**src/qtp_pkg.sv**
```systemverilog
package qtp_pkg;

	// fixed field widths
	localparam int POS_W  = 24;
	localparam int RATE_W = 32;
	localparam int CFG_W  = 20;
	// quotient bits produced by each divider pipe (Q32 fraction / 32-bit rate)
	localparam int QUO_W  = 32;

	// register reset value, ms
	localparam int DUR_RESET = 1000;

	// unit scaling: ms to s for velocity, ms^2 to s^2 for acceleration
	localparam int VEL_SCALE = 1000;
	localparam int ACC_SCALE = 1000000;

	// sideband carried through the tau divider and the power stages
	typedef struct packed {
		logic [POS_W-1:0] q0;
		logic [POS_W-1:0] spec_pos;  // start or target position at the ends
		logic             special;   // t at or beyond an end of the trajectory
		logic             dneg;      // sign of target - start
		logic [POS_W-1:0] dmag;      // magnitude of target - start
	} trk_t;

	// sideband carried through the velocity divider
	typedef struct packed {
		logic [POS_W-1:0] pos;
		logic             special;
		logic             neg;
		logic             ovf;
	} vel_side_t;

	// sideband carried through the acceleration divider
	typedef struct packed {
		logic neg;
		logic ovf;
	} acc_side_t;

endpackage

```
**src/qtp_div_pipe.sv**
```systemverilog
module qtp_div_pipe
	import qtp_pkg::*;
#(
	parameter int DEN_W  = 20,
	parameter int SIDE_W = 2
) (
	input  logic              clk,
	input  logic              arst_n,
	input  logic              en,
	input  logic              in_valid,
	input  logic [DEN_W-1:0]  in_rem,
	input  logic [QUO_W-1:0]  in_num,
	input  logic [DEN_W-1:0]  den,
	input  logic [SIDE_W-1:0] in_side,
	output logic              out_valid,
	output logic [QUO_W-1:0]  out_quo,
	output logic [SIDE_W-1:0] out_side
);

	// one restoring step per stage; in_rem must be below den.
	// nq shifts numerator bits out at the top and quotient bits in at the bottom.
	logic              vld_s  [QUO_W+1];
	logic [DEN_W-1:0]  rem_s  [QUO_W];
	logic [QUO_W-1:0]  nq_s   [QUO_W+1];
	logic [SIDE_W-1:0] side_s [QUO_W+1];

	assign vld_s[0]  = in_valid;
	assign rem_s[0]  = in_rem;
	assign nq_s[0]   = in_num;
	assign side_s[0] = in_side;

	for (genvar k = 0; k < QUO_W; k++) begin : g_step
		logic [DEN_W:0] cat;
		logic [DEN_W:0] diff;
		logic           take;

		// trial subtract of the divisor
		assign cat  = {rem_s[k], nq_s[k][QUO_W-1]};
		assign diff = cat - {1'b0, den};
		assign take = cat >= {1'b0, den};

		always_ff @(posedge clk or negedge arst_n) begin
			if (!arst_n) begin
				vld_s[k+1] <= 1'b0;
			end else if (en) begin
				vld_s[k+1] <= vld_s[k];
			end
		end

		always_ff @(posedge clk) begin
			if (en) begin
				nq_s[k+1]   <= {nq_s[k][QUO_W-2:0], take};
				side_s[k+1] <= side_s[k];
			end
		end

		// the final remainder is not needed
		if (k < QUO_W - 1) begin : g_rem
			always_ff @(posedge clk) begin
				if (en) begin
					rem_s[k+1] <= take ? diff[DEN_W-1:0] : cat[DEN_W-1:0];
				end
			end
		end
	end

	assign out_valid = vld_s[QUO_W];
	assign out_quo   = nq_s[QUO_W];
	assign out_side  = side_s[QUO_W];

endmodule

```
**config.mk**
```make
export PLATFORM = sky130hd
export DESIGN_NAME = qtp_div_pipe
export DESIGN_NICKNAME = d
export VERILOG_FILES = /design/src/qtp_pkg.sv /design/src/qtp_div_pipe.sv
export SDC_FILE = /design/constraint.sdc
export NUM_CORES = 2
export LEC_CHECK = 0
export BUFFER_PORTS_ARGS = -buffer_cell sky130_fd_sc_hd__buf_2
export CORE_MARGIN = 5
export CORE_UTILIZATION = 58
export CTS_CLUSTER_DIAMETER = 120
export DETAILED_ROUTE_END_ITERATION = 12
export GPL_TIMING_DRIVEN = 0
export PLACE_DENSITY = 0.82
export SYNTH_ARGS = -nofsm -noshare
export SYNTH_HDL_FRONTEND = slang
export SYNTH_SLANG_ARGS = --single-unit
```
**constraint.sdc**
```tcl
create_clock -name clk -period 3.21 [get_ports clk]
set_input_delay 0.642 -clock clk [delete_from_list [all_inputs] [get_ports clk]]
set_output_delay 0.642 -clock clk [all_outputs]
set_load 0.01 [all_outputs]
```
==> flow_summary_export.csv <==
group,metric,value,unit
timing,fin_ws,-0.265,ns
synth,synth_top_family_by_area,"compound AO/OA/AOI/OAI gates",
routing,drc,0,
pwr,power.density,1060,nW/µm²
pwr,p_leak,41.5,nW
routing,wirelength,213,mm
global_routing,grt_pass1_vias,57224,
die,rows,143,
synth,synthDominantCellAreaShare,57.9,%
timing,finalSetupViolations,295,
status,violations,"negative setup slack",
global_routing,use_met1,31.6,%
final_layout,postLayoutCoreUtil,70.4,%
synth,async_flop_share,1.84,%
placement,place.gp.congestion,0.887,
die,fp.dieH,401,µm
synth,synthTopCellsByArea,"edfxtp_1 (58%), ha_1 (9.0%), mux2_2 (4.0%)",
routing,first_iter_violations,5714,
setup_path,startpoint_type,"input pin",
synth,avgSynthCellArea,13.1,µm²
clocking,cts_tree,"done",
global_routing,grt_max_degree,183,
synth,synthMostInstantiatedCell,"edfxtp_1",
placement,portBuffers,112,
final_layout,layout-drive-gt1-share,23.3,%
routing,routedWlPerCell,22.0,µm
clocking,clk_pin_slew,0.06,ns
final_layout,finish.net_count,8219,
clocking,cts_buffers,181,
clocking,clk-insertion-delay-late,0.82,ns
routing,final_antenna_net_count,0,
synth,yosys.area.top_type,"edfxtp_1",
setup_path,required,3.78,ns
final_layout,area_delta_synth_final,20.8,%
clocking,cts_root_buffer,"clkbuf_16",
synth,ys_seq_area_share,58.8,%
synth,ys_types,91,
timing,fin_crit_sh,108,%
timing,hold-worst-slack,0.151,ns
timing,period_minus_slack,3.48,ns
die,initial_core_util,58.3,%
routing,firstDrtPassIters,6,
synth,syn-cell-area,88600,µm²
worst_hold_path,hp-class,"in -> reg",
die,core_area,152000,µm²
synth,ys_dominant_reg_cell,"edfxtp_1",
routing,vias,59506,
synth,synth_adder_area_share,9.74,%
global_routing,grt_remaining_overflow,0,
synth,synth-simple-area-share,7.97,%
clocking,clock_sinks,1740,
pwr,vdd_drop_max,0.000727,V
timing,clock.fmax,0.288,GHz
setup_path,critPathArrivalTime,4.04,ns
synth,synth_compound_area_share,12.1,%
synth,synth_edf_count,1708,
synth,synth_nets,7521,
synth,ys_seq_elements,1740,
global_routing,met2_usage,40.2,%
die,ioPinCount,113,
setup_path,critPathMaxFanout,6,
timing,rsz0062_at_grt,"yes",
clocking,htreeDepth,4,
setup_path,worstSetupEndpointType,"flop",
clocking,clockBufferDepth,3,
synth,synthCells,6772,
timing,worst_slew_pin_slew,1.21,ns
synth,synthXorXnorAreaFrac,4.84,%
global_routing,gr-max-usage-layer,"met2",
global_routing,antenna_found_initial,3,
global_routing,gr-usage-all-layers,24.4,%
synth,yosysWarningCount,0,
global_routing,grt.met3_usage,4.07,%
die,dieArea,161000,µm²
timing,clock_skew,0.0330,ns
routing,via_per_inst,6.16,
synth,synth.area.mux_share,4.73,%
timing,hold_viol,0,
job,drv_cap,0,
timing,relSlewSlack,17.0,%
setup_path,worstSetupPathType,"in -> reg",
global_routing,grt_pass1_wl,312,mm
synth,yosys-top-cells-count,"edfxtp_1 (1708), ha_1 (640), a21oi_1 (465)",
placement,dp_hpwl,121,mm
timing,slew_viol_final,0,
die,die_w,401,µm
status,outcome,"finished with violations",
==> layout by cell type (no fill, tap or decap), types with 41 or more instances in the layout <==
cell,n
nand3_1,88
o21ai_2,90
o21ai_0,269
mux2_4,144
nor2b_1,76
mux2_2,187
o21ai_1,53
edfxtp_1,1708
a21oi_2,43
nand2_1,405
nand4_1,65
buf_6,74
nor2_1,384
ha_4,46
a21o_1,241
ha_1,572
o21a_1,92
xnor2_1,318
clkbuf_1,44
nor3_1,88
xor2_1,168
a21oi_1,409
buf_2,110
inv_1,178
buf_4,277
o21bai_1,47
clkbuf_16,211
nand2b_1,96
buf_8,41
==> repair_timing <==
action | CTS | global route
buffers inserted | 158 | 145
resized for setup | 497 | 774
hold endpoints to repair | 66 | 0
pin swaps | 107 | 237
endpoints found under the setup margin | 816 | 604
cloned | 20 | 32
hold buffers | 35 | 0
==> metrics by stage <==
| stage | power (mW) | area [µm²] | setup TNS, ns | setup slack [ns] | instances |
|---|---|---|---|---|---|
| floorplan | 68.4 | 88600 | -352.84 | -0.818 | 6772 |
| global placement | 78.6 | 91700 | - | -24.73 | 8914 |
| detailed placement | 79.0 | 92400 | -1932.48 | -2.84 | 8940 |
| CTS | 106 | 103000 | -6.53 | -0.113 | 9482 |
| global route | 120 | 107000 | -50.68 | -0.324 | 9651 |
| finish | 114 | 107000 | -32.48 | -0.265 | 9653 |
==> flip-flops by register name, indices dropped and copies added, names as in the netlist <==
signal / count
out_quo: 32
out_valid: 1
out_side: 2
vld_s: 31
side_s: 62
g_step.cat: 651
nq_s: 961
==> per-layer routing <==
layer  part of all wire (%)  routed length, µm
met1                     39              83600
met2                     48             102000
met3                    7.3              15400
met4                    5.4              11500
met5                      0                  0
==> power by group <==
part | internal, mW | switching [mW]
sequential | 33.3 | 3.39
combinational | 27.0 | 28.7
clock | 12.5 | 9.01
total | 72.8 | 41.1
==> logic make-up after synthesis <==
kind of cell / Yosys count
xor gates and xnor gates: 489
muxes: 371
DFF: 1740
adders and majority gates: 671
buffers and inverters: 355
AOI/OAI and AO/OA: 1665
and+or+nand+nor: 1481
==> final cells by class <==
type	instances	area (µm²)
timing repair inverter	2	15.0
clock buffer	218	4830
timing repair buffer	519	5340
sequential	1740	52100
buffer	136	1300
clock inverter	116	1340
multi-input combinational	4678	38600
antenna	2	5.00
fill	9760	44900
inverter	212	880
tap	2030	2540
==> worst max-delay path, stage by stage <==
cell and delay (ns):
buf_16 0.11, buf_16 0.14, clkinvlp_4 0.08, buf_12 0.16
buf_16 0.17, ha_4 0.22, a21oi_4 0.21, a2bb2oi_4 0.24
a21oi_4 0.10, o41ai_4 0.27, nand3b_1 0.20, a221oi_4 0.37
o41ai_4 0.17, a41oi_2 0.25, buf_6 0.15, buf_12 0.10
buf_16 0.11, mux2_4 0.29
==> final timing paths <==
kind                                   start                  to  slack [ns]  cells after the start
max                                   den[1]  g_step[14].cat[14]       -0.27                     18
min                                in_rem[3]    g_step[1].cat[5]        0.15                      2
max in group asynchronous             arst_n           vld_s[14]        2.37                      2
min in group asynchronous             arst_n            vld_s[7]        0.39                      2
min reg2reg                        nq_s[518]           nq_s[487]        0.38                      0
max reg2reg                g_step[13].cat[1]  g_step[14].cat[14]       -0.25                     13
No activity file was read; power rests on OpenSTA's default activity.
